$ cat config.mk
export PLATFORM = sky130hd
export DESIGN_NAME = wpf_axis
export DESIGN_NICKNAME = d
export VERILOG_FILES = /design/src/sv/weighted_position_fusion_defines.svh /design/src/sv/wpf_pkg.sv /design/src/sv/wpf_axis.sv
export SDC_FILE = /design/constraint.sdc
export NUM_CORES = 2
export LEC_CHECK = 0
export BUFFER_PORTS_ARGS = -buffer_cell sky130_fd_sc_hd__buf_2
export CORE_UTILIZATION = 55
export DETAILED_ROUTE_END_ITERATION = 12
export GPL_TIMING_DRIVEN = 0
export PLACE_DENSITY = 0.79
export REMOVE_ABC_BUFFERS = 1
export SLEW_MARGIN = 30
export SYNTH_ARGS = -nofsm -noshare
export SYNTH_HDL_FRONTEND = slang
export SYNTH_SLANG_ARGS = --single-unit
$ cat constraint.sdc
create_clock -name clk -period 7.1 [get_ports clk]
set_input_delay 1.42 -clock clk [delete_from_list [all_inputs] [get_ports clk]]
set_output_delay 1.42 -clock clk [all_outputs]
set_load 0.01 [all_outputs]
$ cat src/sv/weighted_position_fusion_defines.svh
// assertion macros shared by the fusion block
`ifndef WEIGHTED_POSITION_FUSION_DEFINES_SVH
`define WEIGHTED_POSITION_FUSION_DEFINES_SVH

`ifndef SYNTHESIS
`define WPF_ASSERT_IMP(lbl, ante, cons) \
  lbl: assert property (@(posedge clk) disable iff (!rst_n) (ante) |-> (cons)) \
    else $error("wpf assertion failed");
`define WPF_ASSERT_NXT(lbl, ante, cons) \
  lbl: assert property (@(posedge clk) disable iff (!rst_n) (ante) |=> (cons)) \
    else $error("wpf assertion failed");
`else
`define WPF_ASSERT_IMP(lbl, ante, cons)
`define WPF_ASSERT_NXT(lbl, ante, cons)
`endif

`endif

$ cat src/sv/wpf_pkg.sv
package wpf_pkg;

  localparam int WEIGHT_BITS   = 12;
  localparam int POSITION_BITS = 16;
  localparam int NUM_SRC       = 5;
  localparam int PROD_BITS     = WEIGHT_BITS + POSITION_BITS + 1;
  localparam int SUM_BITS      = WEIGHT_BITS + POSITION_BITS + 3;
  localparam int DEN_BITS      = WEIGHT_BITS + 3;
  localparam int QUOT_BITS     = POSITION_BITS;
  localparam int WREG_BITS     = NUM_SRC * WEIGHT_BITS;
  localparam int THR_BITS      = 15;
  localparam int MASK_BITS     = 2 * NUM_SRC;
  localparam int CFG_ADDR_BITS = 3;
  localparam int CFG_DATA_BITS = WREG_BITS;
  // stage 1 select, two multiply/sum stages, one divider stage per quotient bit
  localparam int PIPE_DEPTH    = 3 + QUOT_BITS;

  localparam logic [CFG_ADDR_BITS-1:0] REG_THRESHOLD = 3'd0;
  localparam logic [CFG_ADDR_BITS-1:0] REG_ENABLE    = 3'd1;
  localparam logic [CFG_ADDR_BITS-1:0] REG_RAD_LOW   = 3'd2;
  localparam logic [CFG_ADDR_BITS-1:0] REG_RAD_HIGH  = 3'd3;
  localparam logic [CFG_ADDR_BITS-1:0] REG_VER_LOW   = 3'd4;
  localparam logic [CFG_ADDR_BITS-1:0] REG_VER_HIGH  = 3'd5;

  typedef struct packed {
    logic               func;
    logic signed [15:0] measured_current;
    logic [31:0]        density_in;
    logic [31:0]        tomo_pair;
    logic [31:0]        electric_pair;
    logic [31:0]        magnetic_pair;
    logic [31:0]        beam_pair;
    logic signed [15:0] cosine_radial;
    logic signed [15:0] sine_vertical;
  } in_t;

  typedef struct packed {
    logic signed [15:0]              current_out;
    logic signed [POSITION_BITS-1:0] fused_radial;
    logic signed [POSITION_BITS-1:0] fused_vertical;
    logic [31:0]                     density_out;
  } out_t;

  typedef struct packed {
    logic               func;
    logic signed [15:0] current;
    logic [31:0]        density;
  } side_t;

  typedef logic [NUM_SRC-1:0][WEIGHT_BITS-1:0]   wvec_t;
  typedef logic [NUM_SRC-1:0][POSITION_BITS-1:0] pvec_t;

endpackage

$ cat src/sv/wpf_axis.sv
module wpf_axis (
  input  logic                                   clk,
  input  logic                                   adv,
  input  wpf_pkg::wvec_t                         w,
  input  wpf_pkg::pvec_t                         p,
  output logic signed [wpf_pkg::SUM_BITS-1:0]    num,
  output logic [wpf_pkg::DEN_BITS-1:0]           den
);

  logic signed [wpf_pkg::PROD_BITS-1:0] prod_r [wpf_pkg::NUM_SRC];
  logic signed [wpf_pkg::PROD_BITS-1:0] prod_nxt [wpf_pkg::NUM_SRC];
  wpf_pkg::wvec_t                       w_r;
  logic signed [wpf_pkg::SUM_BITS-1:0]  num_r, num_nxt;
  logic [wpf_pkg::DEN_BITS-1:0]         den_r, den_nxt;

  always_comb begin
    for (int s = 0; s < wpf_pkg::NUM_SRC; s++) begin
      prod_nxt[s] = $signed({1'b0, w[s]}) * $signed(p[s]);
    end
  end

  always_comb begin
    num_nxt = '0;
    den_nxt = '0;
    for (int s = 0; s < wpf_pkg::NUM_SRC; s++) begin
      num_nxt = num_nxt + wpf_pkg::SUM_BITS'(prod_r[s]);
      den_nxt = den_nxt + wpf_pkg::DEN_BITS'(w_r[s]);
    end
  end

  always_ff @(posedge clk) begin
    if (adv) begin
      prod_r <= prod_nxt;
      w_r    <= w;
      num_r  <= num_nxt;
      den_r  <= den_nxt;
    end
  end

  assign num = num_r;
  assign den = den_r;

endmodule

=== Word level (Yosys, flattened, before mapping) ===
Cells that the tools add are included.

* Bits of input ports: 142
* Register bits after elaboration: 251
* Logic and storage cells: 25
* Output and inout port bits: 46

* Add/sub/neg operators: 8
* $mul: 5

{| class="wikitable"
|+ Operators with widths
! kind !! count
|-
| multiplier 13 x 16 -> 29 bit || 5
|-
| adder 31 x 29 -> 31 bit || 2
|-
| adder 30 x 29 -> 31 bit || 1
|-
| adder 29 x 29 -> 30 bit || 1
|-
| adder 14 x 12 -> 15 bit || 1
|-
| adder 15 x 12 -> 15 bit || 1
|-
| adder 13 x 12 -> 14 bit || 1
|-
| adder 12 x 12 -> 13 bit || 1
|}

=== Logic depth before layout (Yosys ltp) ===
* Word-level depth: 4
* Mapped depth: 22
* Gate-level depth less buffers: 21

=== Worst setup path before layout ===
Ideal clock, no wire load.

* Path kind: input -> register
* Start: input port p[79] (netlist name)
* End: register prod_r[28] (netlist name), data pin
* Path slack: 468 ps
* Cell stages on the path: 18
* Path buffers: 1
* Required time: 6841 ps
* Library setup time: 259 ps
* Arrival: 6373 ps
* Cell sequence: clkbuf_1 nand2_1 fa_1 fa_1 inv_1 fa_1 fa_1 inv_1 fa_1 inv_1 ha_1 a21o_1 a2111o_1 o2111ai_1 a21boi_1 a311oi_1 o2bb2ai_1 xnor2_1

{| class="wikitable"
|+ RTL lines
! item !! line !! text
|-
| start, declared || wpf_axis.sv:5 || <nowiki>input wpf_pkg::pvec_t p,</nowiki>
|-
| end signal, assigned || wpf_axis.sv:33 || <nowiki>prod_r <= prod_nxt;</nowiki>
|-
| end, declared || wpf_axis.sv:10 || <nowiki>logic signed [wpf_pkg::PROD_BITS-1:0] prod_r [wpf_pkg::NUM_SRC];</nowiki>
|}

==> impl_metrics.py <==
metrics = {
    "worst_setup_path": {
        "critical_path.startpoint_type": "input pin",
        "worst_r2r_startpoint": "w_r[1]",
        "critical_path_class": "in2reg",
        "crit_arrival_ps": 7200,
        "worst-r2r-setup-slack_ps": 2040,
        "cp_max_fo": 17,
        "worst_ep_required_time_ps": 7390,
        "regToRegEndpoint": "den[13]",
        "worst_setup_ep_type": "register",
        "worstRegToRegCells": 17,
    },
    "timing": {
        "final_period_minus_worst_setup_slack_ps": 6910,
        "fin_tns_setup_ps": 0,
        "actual_transition_at_the_worst_max_transition_pin_ps": 652,
        "grt_setup_unrepaired": "false",
        "finalSetupViolations": 0,
        "fin_worst_skew_ps": 16.3,
        "timing.final.hold_violations": 0,
        "slew-limit-headroom_pct": 56.5,
        "portion_of_the_clock_cycle_consumed_by_the_worst_path_in_the_final_layout_pct": 97.3,
        "fmaxAchievable_mhz": 145,
        "report.final.slew_viol_count": 0,
        "hold_ws_ps": 567,
    },
    "cts": {
        "clock_buffer_depth": 3,
        "root_buffer": "sky130_fd_sc_hd__clkbuf_16",
        "cts.sinks": 251,
        "cts_tree": "done",
        "cts_made_buffers": 25,
        "clock_insertion_delay_worst_skew_ps": 560,
        "htree_levels": 1,
        "postCtsSetupBuffers": 0,
        "clkTransAtPathRegs_ps": 60,
    },
    "min_path": {
        "min_delay_worst_endpoint": "num[0]",
        "timing.hold.worst.class": "reg2reg",
        "holdPathStages": 1,
        "holdCritStartpoint": "prod_r[116]",
    },
    "logic_synthesis": {
        "ys.warnings.count": 0,
        "synth.ff_latch_count": 251,
        "synth.cell_area_sq_um": 48100,
        "yosys.cell_types.count": 60,
        "async_reset_ff_share_pct": 0,
        "yosys_most_used_dff": "sky130_fd_sc_hd__edfxtp_1",
        "post_synth_inst_count": 4897,
        "synth_enable_flop_cells": 251,
        "synth-seq-area-share_pct": 15.7,
        "avgSynthCellArea_sq_um": 9.83,
    },
    "detailed_routing": {
        "num_vias": 33320,
        "avgViaCountPerCell": 5.43,
        "drtAntennaViolNets": 0,
        "detail_route.iter0.violations": 2256,
        "postRouteWirelength_um": 114000,
        "first_pass_iters": 6,
        "route.detailed.wl_per_inst_um": 18.5,
        "route.detailed.drc": 0,
    },
    "placed_design": {
        "port_buffers": 187,
        "gp_routability_congestion": 0.927,
        "post-dp-hpwl_um": 92300,
    },
    "global_routing": {
        "grt_first_pass_wirelength_um": 188000,
        "grt_max_degree": 99,
        "vias_in_the_first_global_route": 36363,
        "globalRouteTotalUtil_pct": 26.9,
        "grt_antenna_before_repair": 6,
        "grt-ovfl-total": 0,
    },
    "floorplan": {
        "core_area_sq_um": 86800,
        "initial_utilization_pct": 55.5,
        "i_o_pin_total": 188,
        "rows": 108,
        "fp.dieArea_sq_um": 88700,
        "fp.dieW_um": 298,
        "die-height_um": 298,
    },
    "cells_and_area": {
        "area_growth_syn_to_layout_pct": 5.55,
        "drive_above_1_share_pct": 4.80,
        "num-nets-final": 6503,
        "multiInputGateArea_sq_um": 35200,
        "nFillCells": 7231,
        "register_area_sq_um": 7540,
        "final_core_util_pct": 58.6,
    },
    "job": {
        "maxCapViolCount": 0,
    },
    "outcome": {
        "run_status": "complete, no violations",
    },
}
==> area by class of cell <==
type | instances | area share [%]
diodes | 2 | 0.00985
clock buffers | 29 | 1.26
clock inverters | 15 | 0.227
inverters | 1290 | 9.53
multi-input cells | 3210 | 69.3
flip-flops and latches | 251 | 14.8
well taps | 1155 | 2.84
repair buffers | 189 | 1.98
==> worst max path at each step <==
stage | slack (ps) | endpoint | startpoint
after global routing | 3 | prod_r[115] | w[13]
after global placement | -540 | prod_r[57] | w[37]
after CTS | 7 | prod_r[57] | w[40]
after detailed placement | -520 | prod_r[57] | w[40]
final | 190 | prod_r[115] | w[13]
after floorplan | 700 | prod_r[27] | p[77]
==> cell families after synthesis <==
family          synth area share [%]
xor+xnor                        3.07
simple gates                    13.1
fa+ha+maj                       52.0
compound gates                  4.96
buf+inv                         11.2
flops                           15.7
==> flip-flops by register name (all words and copies together) (netlist names) <==
| signal | count |
|---|---|
| prod_r | 145 |
| num | 31 |
| den | 15 |
| w_r | 60 |
==> per-stage QoR <==
stage	cells	instance area, sq um	setup slack, ps
6_report	6141	50800	188
5_1_grt	6139	50800	2.60
4_1_cts	6139	50800	7.01
3_5_place_dp	6095	50000	-518
3_3_place_gp	6093	50000	-542
2_1_floorplan	4751	47600	701
==> critical path, stage by stage <==
cell,delay [ps]
sky130_fd_sc_hd__buf_2,230
sky130_fd_sc_hd__and2_1,220
sky130_fd_sc_hd__fa_1,530
sky130_fd_sc_hd__inv_1,50
sky130_fd_sc_hd__fa_1,470
sky130_fd_sc_hd__inv_1,50
sky130_fd_sc_hd__fa_1,480
sky130_fd_sc_hd__fa_1,540
sky130_fd_sc_hd__inv_1,50
sky130_fd_sc_hd__fa_1,470
sky130_fd_sc_hd__inv_1,40
sky130_fd_sc_hd__ha_1,380
sky130_fd_sc_hd__o211ai_1,110
sky130_fd_sc_hd__a21oi_1,280
sky130_fd_sc_hd__o21ai_0,280
sky130_fd_sc_hd__a31oi_1,400
sky130_fd_sc_hd__o21ai_1,240
sky130_fd_sc_hd__o21ai_0,520
sky130_fd_sc_hd__a211o_1,210
sky130_fd_sc_hd__a21oi_1,70
sky130_fd_sc_hd__xnor2_1,150
==> synth_stat cells (all sizes together), types with 52 or more instances <==
master / count / area share (%)
inv: 1290 / 10
xnor2: 140 / 2.5
a21o: 52 / 0.81
a21oi: 124 / 1.3
and2: 452 / 5.9
fa: 1013 / 42
nand2: 566 / 4.4
clkbuf: 146 / 1.1
edfxtp: 251 / 16
ha: 381 / 9.9
o21ai: 74 / 0.77
nor2: 85 / 0.66
==> metal layers <==
layer | wire length (um) | global-route usage [%]
met2 | 55700 | 45.5
met4 | 3860 | 8.68
met1 | 45300 | 35.9
met3 | 8740 | 3.86
met5 | 22 | 0
==> cell usage in the layout (no fill, tap or decap), types with 8 or more instances in the layout <==
master                      instances
sky130_fd_sc_hd__and2_1           452
sky130_fd_sc_hd__nor2b_1           28
sky130_fd_sc_hd__o21bai_1          18
sky130_fd_sc_hd__nor2_1            85
sky130_fd_sc_hd__xnor2_1          140
sky130_fd_sc_hd__o211ai_1           8
sky130_fd_sc_hd__a21oi_1          123
sky130_fd_sc_hd__nand2b_1          22
sky130_fd_sc_hd__a21o_1            52
sky130_fd_sc_hd__fa_1            1013
sky130_fd_sc_hd__ha_1             381
sky130_fd_sc_hd__inv_1           1290
sky130_fd_sc_hd__nand4_1            8
sky130_fd_sc_hd__buf_2            184
sky130_fd_sc_hd__and3_1            24
sky130_fd_sc_hd__nor3_1            22
sky130_fd_sc_hd__clkbuf_16         25
sky130_fd_sc_hd__xor2_1            29
sky130_fd_sc_hd__nand2_1          566
sky130_fd_sc_hd__o21a_1            23
sky130_fd_sc_hd__nand3_1           35
sky130_fd_sc_hd__o21ai_0           71
sky130_fd_sc_hd__a31oi_1           14
sky130_fd_sc_hd__edfxtp_1         251
==> what timing repair did <==
action                     4_1_cts  5_1_grt
setup endpoints to repair        0        1
gates resized for setup          0        3
hold buffers                     0        0
Power is not shown: default switching activity piles up to over one toggle a cycle in this logic, so the estimate is an artifact.
