===== src/sv/weighted_position_fusion_defines.svh =====
// assertion macros shared by the fusion block
`ifndef WEIGHTED_POSITION_FUSION_DEFINES_SVH
`define WEIGHTED_POSITION_FUSION_DEFINES_SVH

`ifndef SYNTHESIS
`define WPF_ASSERT_IMP(lbl, ante, cons) \
  lbl: assert property (@(posedge clk) disable iff (!rst_n) (ante) |-> (cons)) \
    else $error("wpf assertion failed");
`define WPF_ASSERT_NXT(lbl, ante, cons) \
  lbl: assert property (@(posedge clk) disable iff (!rst_n) (ante) |=> (cons)) \
    else $error("wpf assertion failed");
`else
`define WPF_ASSERT_IMP(lbl, ante, cons)
`define WPF_ASSERT_NXT(lbl, ante, cons)
`endif

`endif


===== src/sv/wpf_pkg.sv =====
package wpf_pkg;

  localparam int WEIGHT_BITS   = 12;
  localparam int POSITION_BITS = 16;
  localparam int NUM_SRC       = 5;
  localparam int PROD_BITS     = WEIGHT_BITS + POSITION_BITS + 1;
  localparam int SUM_BITS      = WEIGHT_BITS + POSITION_BITS + 3;
  localparam int DEN_BITS      = WEIGHT_BITS + 3;
  localparam int QUOT_BITS     = POSITION_BITS;
  localparam int WREG_BITS     = NUM_SRC * WEIGHT_BITS;
  localparam int THR_BITS      = 15;
  localparam int MASK_BITS     = 2 * NUM_SRC;
  localparam int CFG_ADDR_BITS = 3;
  localparam int CFG_DATA_BITS = WREG_BITS;
  // stage 1 select, two multiply/sum stages, one divider stage per quotient bit
  localparam int PIPE_DEPTH    = 3 + QUOT_BITS;

  localparam logic [CFG_ADDR_BITS-1:0] REG_THRESHOLD = 3'd0;
  localparam logic [CFG_ADDR_BITS-1:0] REG_ENABLE    = 3'd1;
  localparam logic [CFG_ADDR_BITS-1:0] REG_RAD_LOW   = 3'd2;
  localparam logic [CFG_ADDR_BITS-1:0] REG_RAD_HIGH  = 3'd3;
  localparam logic [CFG_ADDR_BITS-1:0] REG_VER_LOW   = 3'd4;
  localparam logic [CFG_ADDR_BITS-1:0] REG_VER_HIGH  = 3'd5;

  typedef struct packed {
    logic               func;
    logic signed [15:0] measured_current;
    logic [31:0]        density_in;
    logic [31:0]        tomo_pair;
    logic [31:0]        electric_pair;
    logic [31:0]        magnetic_pair;
    logic [31:0]        beam_pair;
    logic signed [15:0] cosine_radial;
    logic signed [15:0] sine_vertical;
  } in_t;

  typedef struct packed {
    logic signed [15:0]              current_out;
    logic signed [POSITION_BITS-1:0] fused_radial;
    logic signed [POSITION_BITS-1:0] fused_vertical;
    logic [31:0]                     density_out;
  } out_t;

  typedef struct packed {
    logic               func;
    logic signed [15:0] current;
    logic [31:0]        density;
  } side_t;

  typedef logic [NUM_SRC-1:0][WEIGHT_BITS-1:0]   wvec_t;
  typedef logic [NUM_SRC-1:0][POSITION_BITS-1:0] pvec_t;

endpackage


===== src/sv/wpf_div.sv =====
module wpf_div (
  input  logic                                  clk,
  input  logic                                  adv,
  input  logic signed [wpf_pkg::SUM_BITS-1:0]   num,
  input  logic [wpf_pkg::DEN_BITS-1:0]          den,
  output logic signed [wpf_pkg::QUOT_BITS-1:0]  quot
);

  localparam int QB = wpf_pkg::QUOT_BITS;
  localparam int DW = wpf_pkg::SUM_BITS;

  logic [DW-1:0]                     rem_r [QB];
  logic [QB-1:0]                     q_r   [QB];
  logic                              neg_r [QB];
  logic [wpf_pkg::DEN_BITS-1:0]      d_r   [QB];
  logic [DW-1:0]                     num_abs;

  assign num_abs = num[DW-1] ? DW'(-num) : DW'(num);

  for (genvar k = 0; k < QB; k++) begin : g_stage
    localparam int BIT = QB - 1 - k;
    logic [DW-1:0]               rem_in, shifted, rem_nxt;
    logic [QB-1:0]               q_in, q_nxt;
    logic                        neg_in;
    logic [wpf_pkg::DEN_BITS-1:0] d_in;
    logic                        ge;

    if (k == 0) begin : g_first
      assign rem_in = num_abs;
      assign q_in   = '0;
      assign neg_in = num[DW-1];
      assign d_in   = den;
    end else begin : g_rest
      assign rem_in = rem_r[k-1];
      assign q_in   = q_r[k-1];
      assign neg_in = neg_r[k-1];
      assign d_in   = d_r[k-1];
    end

    always_comb begin
      shifted    = DW'(d_in) << BIT;
      ge         = rem_in >= shifted;
      rem_nxt    = ge ? rem_in - shifted : rem_in;
      q_nxt      = q_in;
      q_nxt[BIT] = ge;
    end

    always_ff @(posedge clk) begin
      if (adv) begin
        rem_r[k] <= rem_nxt;
        q_r[k]   <= q_nxt;
        neg_r[k] <= neg_in;
        d_r[k]   <= d_in;
      end
    end
  end

  // zero weight sum gives zero, sign restored after the magnitude divide
  always_comb begin
    if (d_r[QB-1] == '0) begin
      quot = '0;
    end else if (neg_r[QB-1]) begin
      quot = $signed(-q_r[QB-1]);
    end else begin
      quot = $signed(q_r[QB-1]);
    end
  end

endmodule


===== config.mk =====
export PLATFORM = sky130hd
export DESIGN_NAME = wpf_div
export DESIGN_NICKNAME = d
export VERILOG_FILES = /design/src/sv/weighted_position_fusion_defines.svh /design/src/sv/wpf_pkg.sv /design/src/sv/wpf_div.sv
export SDC_FILE = /design/constraint.sdc
export NUM_CORES = 1
export LEC_CHECK = 0
export BUFFER_PORTS_ARGS = -buffer_cell sky130_fd_sc_hd__buf_2
export CORE_MARGIN = 4
export CORE_UTILIZATION = 27
export DETAILED_ROUTE_END_ITERATION = 12
export MAX_ROUTING_LAYER = met4
export SYNTH_ARGS = -nofsm -noshare
export SYNTH_HDL_FRONTEND = slang
export SYNTH_SLANG_ARGS = --single-unit

===== constraint.sdc =====
create_clock -name clk -period 13.79 [get_ports clk]
set_input_delay 2.758 -clock clk [delete_from_list [all_inputs] [get_ports clk]]
set_output_delay 2.758 -clock clk [all_outputs]
set_load 0.005 [all_outputs]

# After elaboration in Yosys (flattened, before gate mapping)
# Memory sizes are Yosys's and may differ from the RTL's.
# Index checks and enable logic that the tools add are counted.
# word_totals
ff_bits,0
ram_bits,1008
input_bits,48
output_inout_bits,16
wordCells,60
mem_count,4
# op_classes
add_sub_neg,18
order_cmp,16
mux,21
reduce_logical,1
# mem_list
name,depth,width,rd,rd_ports_with_merged_regs,write_ports,line,source
rem_r,16,31,15,0,16,wpf_div.sv:12,logic [DW-1:0] rem_r [QB];
q_r,16,16,16,0,16,wpf_div.sv:13,logic [QB-1:0] q_r [QB];
d_r,16,15,16,0,16,wpf_div.sv:15,logic [wpf_pkg::DEN_BITS-1:0] d_r [QB];
neg_r,16,1,16,0,16,wpf_div.sv:14,logic neg_r [QB];
# ops
cell,n
31-bit two-way mux,17
16-bit two-way mux,2
31-bit by 15-bit >= comparator with 1-bit output,1
31-bit by 16-bit >= comparator with 1-bit output,1
31-bit by 17-bit >= comparator with 1-bit output,1
31-bit by 18-bit >= comparator with 1-bit output,1
31-bit by 19-bit >= comparator with 1-bit output,1
31-bit by 20-bit >= comparator with 1-bit output,1
31-bit by 21-bit >= comparator with 1-bit output,1
31-bit by 22-bit >= comparator with 1-bit output,1
31-bit by 23-bit >= comparator with 1-bit output,1
31-bit by 24-bit >= comparator with 1-bit output,1
31-bit by 25-bit >= comparator with 1-bit output,1
31-bit by 26-bit >= comparator with 1-bit output,1
31-bit by 27-bit >= comparator with 1-bit output,1
31-bit by 28-bit >= comparator with 1-bit output,1
31-bit by 29-bit >= comparator with 1-bit output,1
31-bit by 30-bit >= comparator with 1-bit output,1
31-bit negation,1
31-bit by 15-bit subtractor with 31-bit output,1
31-bit by 16-bit subtractor with 31-bit output,1
31-bit by 17-bit subtractor with 31-bit output,1
31-bit by 18-bit subtractor with 31-bit output,1
31-bit by 19-bit subtractor with 31-bit output,1
14 further kinds,15

# Longest topological paths before layout
# Gate-level depths: netlist of the first run.
# depth
ltp_word,4
mapped_depth,19
mapped_depth_nobuf,18

# Least setup slack after synthesis of the first run
# OpenSTA, ideal clock, no wires.
# synth_path
path_type,input port to flip-flop
start,input port num[6] (netlist name)
end,"memory rem_r[0][18] (netlist name), data pin"
setup_ps,260
t_arrival_ps,7171
required_ps,13530
setup_slack_ps,6359
cell_stages,17
n_path_buf,1
path_cell_list,or3_4 -> or4_1 -> buf_2 -> or4_1 -> o21a_1 -> a21oi_1 -> nand2_1 -> xor2_1 -> ha_1 -> and2_1 -> and4_1 -> nand3b_1 -> or4_1 -> or4b_1 -> o211a_4 -> clkinv_8 -> mux2_2
# synth_rtl
item,line,source
"start, declared",wpf_div.sv:4,"input logic signed [wpf_pkg::SUM_BITS-1:0] num,"
"end, declared",wpf_div.sv:12,

==> results.yml, run 1 <==
pwr:
  powerDensity_mw_per_mm2: 184
  leakagePower_nw: 18.4
  peakVddDrop_mv: 0.106
  p_total_mw: 9.09
sta:
  layout_min_cycle_time_ps: 7450
  worst_pin_slew_ps: 1130
  fmax_mhz: 134
  fin_setup_tns_ps: 0
  rsz0062_at_grt: "false"
  slew_violations: 0
  hold_viol_final: 0
  post-route-period-util_pct: 54.0
  slew-limit-headroom_pct: 23.8
  skew_ps: 45.4
  setup_viol: 0
final_layout:
  insertedDiodeCount: 0
  area_growth_pct: 13.6
  layout-drive-gt1-share_pct: 8.26
  final_nets: 4017
setup_path:
  cp_top_family: "simple AND/OR/NAND/NOR gates"
  cp_common_cell: "or4_1"
  slowest_stage: "or4_1"
  worstPathRequired_ps: 14220
  critPathKind: "in -> reg"
  path_buf_inv: 2
  path_cells: "buf_2 -> or3_4 -> or4_1 -> or4_1 -> o21a_1 -> a21oi_1 -> xnor2_1 -> ha_1 -> and3_1 -> and4_1 -> nand3b_1 -> or4_1 -> or4b_1 -> o211a_4 -> clkinv_8 -> mux2_2"
  crit_path_end_kind: "flop"
  cp_slowest_stage_delay_ps: 660
  arrival_ps: 7880
  worstSetupStartpointType: "primary input"
  path_max_fanout: 19
global_route:
  grt_max_degree: 210
  overflow: 0
  grt_pass1_wl_um: 146000
  antenna_found_initial: 0
  grt_pass1_vias: 28000
  track_usage_pct: 11.0
logic_synthesis:
  synth.avg_cell_area_sq_um: 12.1
  yosysTopAreaCell: "edfxtp_1"
  synth_top_cells_by_area: "edfxtp_1 (59%), ha_1 (6.9%), xnor2_1 (3.3%), xor2_1 (2.8%), a21oi_1 (2.7%)"
  syn_nets: 3901
  yosysWarnings: 0
  synth_top_area_share_pct: 59.0
  ys_seq_elements: 857
  synth-edff-count: 857
  synthArstFlopShare_pct: 0
  synth_cell_types: 81
  synth-seq-area-share_pct: 59.0
  synthCells: 3596
  ys.flop_type: "edfxtp_1"
  netlist_area_sq_mm: 0.0436
placement:
  place.gp.congestion: 0.891
  dp_hpwl_um: 67600
  portBuffers: 63
floorplan:
  pin_count: 64
  rows: 147
  start_util_pct: 27.2
  fp.dieW_um: 410
  fp.coreArea_sq_mm: 0.161
  die_y_um: 410
  dieArea_sq_mm: 0.168
detailed_routing:
  drc: 0
  routed_wl_um: 90200
  initialDrtViolationCount: 1375
  postRouteAntennaNets: 0
  drt_pre_antenna_iters: 7
  vias_per_cell: 4.57
  wl_per_cell_um: 15.2
  routed-via-count: 27200
clock_tree:
  clock_path_buffers: 3
  postCtsHoldBufs: 0
  cts_setup_buffers: 0
  clock_latency_ps: 680
  ctsResizeCount: 0
  clk_pin_slew_ps: 60
  numCtsBuffers: 90
  cts_sinks: 857
  root_buffer: "clkbuf_16"
  cts_tree: "built"
  htreeDepth: 3
min_path:
  hp-class: "reg -> reg"
run:
  drv_cap: 0
run_status:
  status: "finished clean"
## final timing paths
kind / slack, ps / cells past startpoint / start / end
hold / removal: 400 / 0 / q_r[1][29]$_DFFE_PP_ / q_r[1][45]$_DFFE_PP_
setup / recovery: 6340 / 16 / num[6] / rem_r[0][18]$_DFFE_PP_
setup reg to reg: 9850 / 10 / rem_r[1][47]$_DFFE_PP_ / rem_r[1][92]$_DFFE_PP_
hold reg to reg: 400 / 0 / q_r[1][29]$_DFFE_PP_ / q_r[1][45]$_DFFE_PP_
## power breakdown
group,switching (mW),total (mW),internal (mW),leakage [nW]
Clock,1.01,2.39,1.37,1.41
Sequential,0.325,3.90,3.57,8.25
Combinational,1.57,2.81,1.24,8.71
Total,2.91,9.09,6.19,18.4
## cells in the final DEF, fill, tap and decap left out, drive strengths merged, types with 8 or more instances in the layout
master,n
and3,26
or2,22
nor3,90
a21o,72
and2,14
mux2,45
or4,26
and4,10
bufinv,8
o21bai,11
ha,242
xnor2,166
a21oi,239
nand3,57
o31ai,33
nor4,60
a211oi,25
o31a,16
clkinv,31
clkbuf,113
nand2,206
xor2,140
o21ai,181
buf,83
a31oi,15
nor2b,46
or3,41
a211o,11
o21a,45
o41ai,13
nand2b,53
inv,314
o211ai,16
nor4b,16
nor2,261
nand4,36
fa,15
edfxtp,857
## metal layers
| layer | routed length (um) | share of wire, % | global-route usage, % | vias to the layer above |
|---|---|---|---|---|
| met5 | 0 | 0 | - | - |
| met4 | 4410 | 4.9 | 5.25 | 0 |
| met3 | 2990 | 3.3 | 1.75 | 220 |
| met2 | 47800 | 53 | 20.3 | 515 |
| met1 | 35100 | 39 | 11.3 | 12800 |
| li1 | - | - | - | 13600 |
## synth_stat cells (all sizes together) (57+ instances only)
library cell	n
a21o	72
nand2	206
xnor2	166
edfxtp	857
nand3	57
nor3	90
inv	311
nor2	261
a21oi	239
nor4	60
ha	242
xor2	140
o21ai	181
## final cells by class
cell class	instances	area [sq um]
fillers	16100	111000
flip-flops and latches	857	25700
multi-input cells	2368	16500
well taps	2160	2700
clock buffers	113	2360
inverters	312	1180
clock inverters	45	546
repair buffers	83	513
## cells by family (layout without fill, tap and decap cells)
logic type / count (synthesis) / count (layout) / share of synthesized area (%)
AO/OA/AOI/OAI: 754 / 754 / 11.0
adder cells (fa/ha/maj): 257 / 257 / 7.63
multiplexers: 51 / 51 / 1.30
flip-flops: 857 / 857 / 59.0
buffers and inverters: 371 / 553 / 3.28
AND/OR/NAND/NOR: 1000 / 1000 / 11.7
XOR/XNOR: 306 / 306 / 6.14
## flip-flops by register name, indices dropped and copies added, names as in the netlist
register / count
rem_r: 465
neg_r: 16
q_r: 136
d_r: 240
## metrics by stage
stage          setup WS, ps  hold WS (ps)  instance area [sq um]  instances  utilization [%]
3_3_place_gp           5600           401                  46600       5780             29.0
2_1_floorplan          6360           400                  43600       3596                -
3_5_place_dp           5580           405                  46600       5780             29.0
5_1_grt                6110           402                  49500       5938             30.9
6_report               6340           396                  49500       5938             30.9
4_1_cts                6340           402                  49500       5938             30.9
## worst reg2reg max path, cell delays in order, from the launching register on
cell and delay [ps]:
edfxtp_1 380, ha_1 370, nand2_1 150, nor4_1 600
nor4bb_1 700, nor4_1 210, o2111ai_2 130, buf_4 330
o211ai_1 320, nor4_1 340, xor2_1 130
No activity file was read; power rests on OpenSTA's default activity.
==> run 2: changes to the inputs <==
Clock period 13.79 ns to 7.8 ns, I/O delays scaled along.
==> run 2 against run 1 <==
Net effect: final cell count grew 0.13%; first-iteration DRC count grew 2.1%; power grew 80%; sequential power grew 77%; combinational power grew 77%; sequential share of layout area shrank 0.22 points; global-route usage grew 0.063 points; non-clock buffer count grew 1; worst hold slack gained 16 ps; critical endpoint unchanged; largest cell class unchanged; largest power group unchanged; highest routed layer unchanged.
==> results.yml, run 2 (same netlist as run 1, synthesis figures left out) <==
clock_tree:
  ctsResizeCount: 0
  root_buffer: "clkbuf_16"
  htreeDepth: 3
  cts_tree: "built"
  clock_path_buffers: 3
  cts_setup_buffers: 0
  clk_pin_slew_ps: 60
  cts_sinks: 857
  numCtsBuffers: 90
  clock_latency_ps: 670
  postCtsHoldBufs: 0
placement:
  dp_hpwl_um: 68400
  place_worst_setup_slack_ps: 770
  place.gp.congestion: 0.885
  dpl-instance-area_sq_mm: 0.0467
  portBuffers: 63
  dp.cells: 5781
sta:
  skew_ps: 28.5
  setup_viol: 0
  rsz0062_at_grt: "false"
  slew_violations: 0
  fmax_mhz: 159
  fin_setup_tns_ps: 0
  holdWs_ps: 412
  worst_slack_ps: 1500
  layout_min_cycle_time_ps: 6300
  post-route-period-util_pct: 80.8
  slew-limit-headroom_pct: 30.6
  hold_viol_final: 0
  worst_pin_slew_ps: 1030
global_route:
  track_usage_pct: 11.1
  antenna_found_initial: 0
  grt_pass1_wl_um: 146000
  grt_pass1_vias: 27900
  overflow: 0
  grt_max_degree: 191
final_layout:
  largestRegisters: "rem_r (465), d_r (240), q_r (136)"
  seq_area_sq_mm: 0.0257
  final_cells: 5946
  stdcell_area_sq_mm: 0.0498
  layout-drive-gt1-share_pct: 8.43
  insertedDiodeCount: 0
  final_nets: 4018
  final_common_cell: "edfxtp_1"
  regMostFlops: "rem_r"
  area_growth_pct: 14.0
  n_fill_cell: 16000
  layout_common_cells: "edfxtp_1 (857), inv_1 (310), nor2_1 (257)"
  largest_register_ff_count: 465
  utilization_pct: 31.0
  multi_input_area_sq_mm: 0.0165
setup_path:
  critPathKind: "in -> reg"
  slowest_stage: "or4_1"
  path_cells: "buf_2 -> or3_4 -> or4_1 -> or4_1 -> o21a_1 -> a21oi_1 -> nand2_1 -> xor2_1 -> ha_1 -> and2_1 -> and4_1 -> nand3b_1 -> or4_1 -> or4b_1 -> o211a_4 -> clkinv_8 -> mux2_2"
  r2r_cells: 10
  path_max_fanout: 19
  arrival_ps: 6700
  worstPathRequired_ps: 8200
  worstSetupStartpointType: "primary input"
  r2r-end: "rem_r[0][247]$_DFFE_PP_"
  rrSetupSlack_ps: 3890
  cp_common_cell: "or4_1"
  rr_startpoint: "rem_r[0][195]$_DFFE_PP_"
  cp_slowest_stage_delay_ps: 660
  crit_path_end_kind: "flop"
floorplan:
  die_y_um: 410
  dieArea_sq_mm: 0.168
  fp.dieW_um: 410
  start_util_pct: 27.2
  rows: 147
  pin_count: 64
  fp.coreArea_sq_mm: 0.161
detailed_routing:
  drt_pre_antenna_iters: 7
  initialDrtViolationCount: 1404
  vias_per_cell: 4.57
  wl_per_cell_um: 15.3
  routed_wl_um: 91000
  postRouteAntennaNets: 0
  drc: 0
  routed-via-count: 27200
pwr:
  leakagePower_nw: 18.5
  powerDensity_mw_per_mm2: 329
  peakVddDrop_mv: 0.201
  p_total_mw: 16.4
run:
  drv_cap: 0
min_path:
  hp-start: "q_r[1][90]$_DFFE_PP_"
  min_to: "q_r[1][106]$_DFFE_PP_"
  hold_depth: 0
  hp-class: "reg -> reg"
run_status:
  status: "finished clean"
run 2: changes by cell type in the layout (fill, tap and decap cells not counted), sizes merged:
cell and delta:
bufinv +9, clkbuf -7, clkinv +6, buf +1, clkinvlp -1
run 2: final cells by class:
class / instances / share of cell area, %
multi-input cells: 2368 / 33.2
clock buffers: 106 / 4.69
flip-flops and latches: 857 / 51.7
clock inverters: 59 / 1.56
well taps: 2160 / 5.43
repair buffers: 84 / 1.05
inverters: 312 / 2.38
run 2: worst max path at each step:
stage                                  end  startpoint  slack (ps)  cells past startpoint
finish              rem_r[0][18]$_DFFE_PP_      num[6]        1500                     17
global route        rem_r[0][18]$_DFFE_PP_      num[6]        1280                     17
CTS                 rem_r[0][18]$_DFFE_PP_      num[6]        1480                     17
detailed placement  rem_r[0][18]$_DFFE_PP_      num[6]         770                     17
global placement    rem_r[0][23]$_DFFE_PP_      num[6]         790                     17
floorplan           rem_r[0][18]$_DFFE_PP_      num[6]        1570                     17
run 2: critical path: cells and delay by family:
family                     cells  cell delay [ps]
muxes                          1              360
adders and majority gates      1              330
and+or+nand+nor                9             3120
buffers and inverters          2              280
xor gates and xnor gates       1              180
AOI/OAI and AO/OA              3              850
run 2: power by group:
part           switching, mW  internal, mW
Sequential             0.585          6.32
Clock                   1.76          2.71
Combinational           2.78          2.20
run 2: metal layers:
| layer | vias up | part of all wire, % | track usage (%) | routed length, um |
|---|---|---|---|---|
| met5 | - | 0 | - | 0 |
| met4 | 0 | 4.5 | 4.83 | 4060 |
| met3 | 218 | 3.0 | 1.85 | 2700 |
| met2 | 451 | 54 | 20.8 | 49100 |
| met1 | 12900 | 39 | 11.2 | 35200 |
| li1 | 13600 | - | - | - |
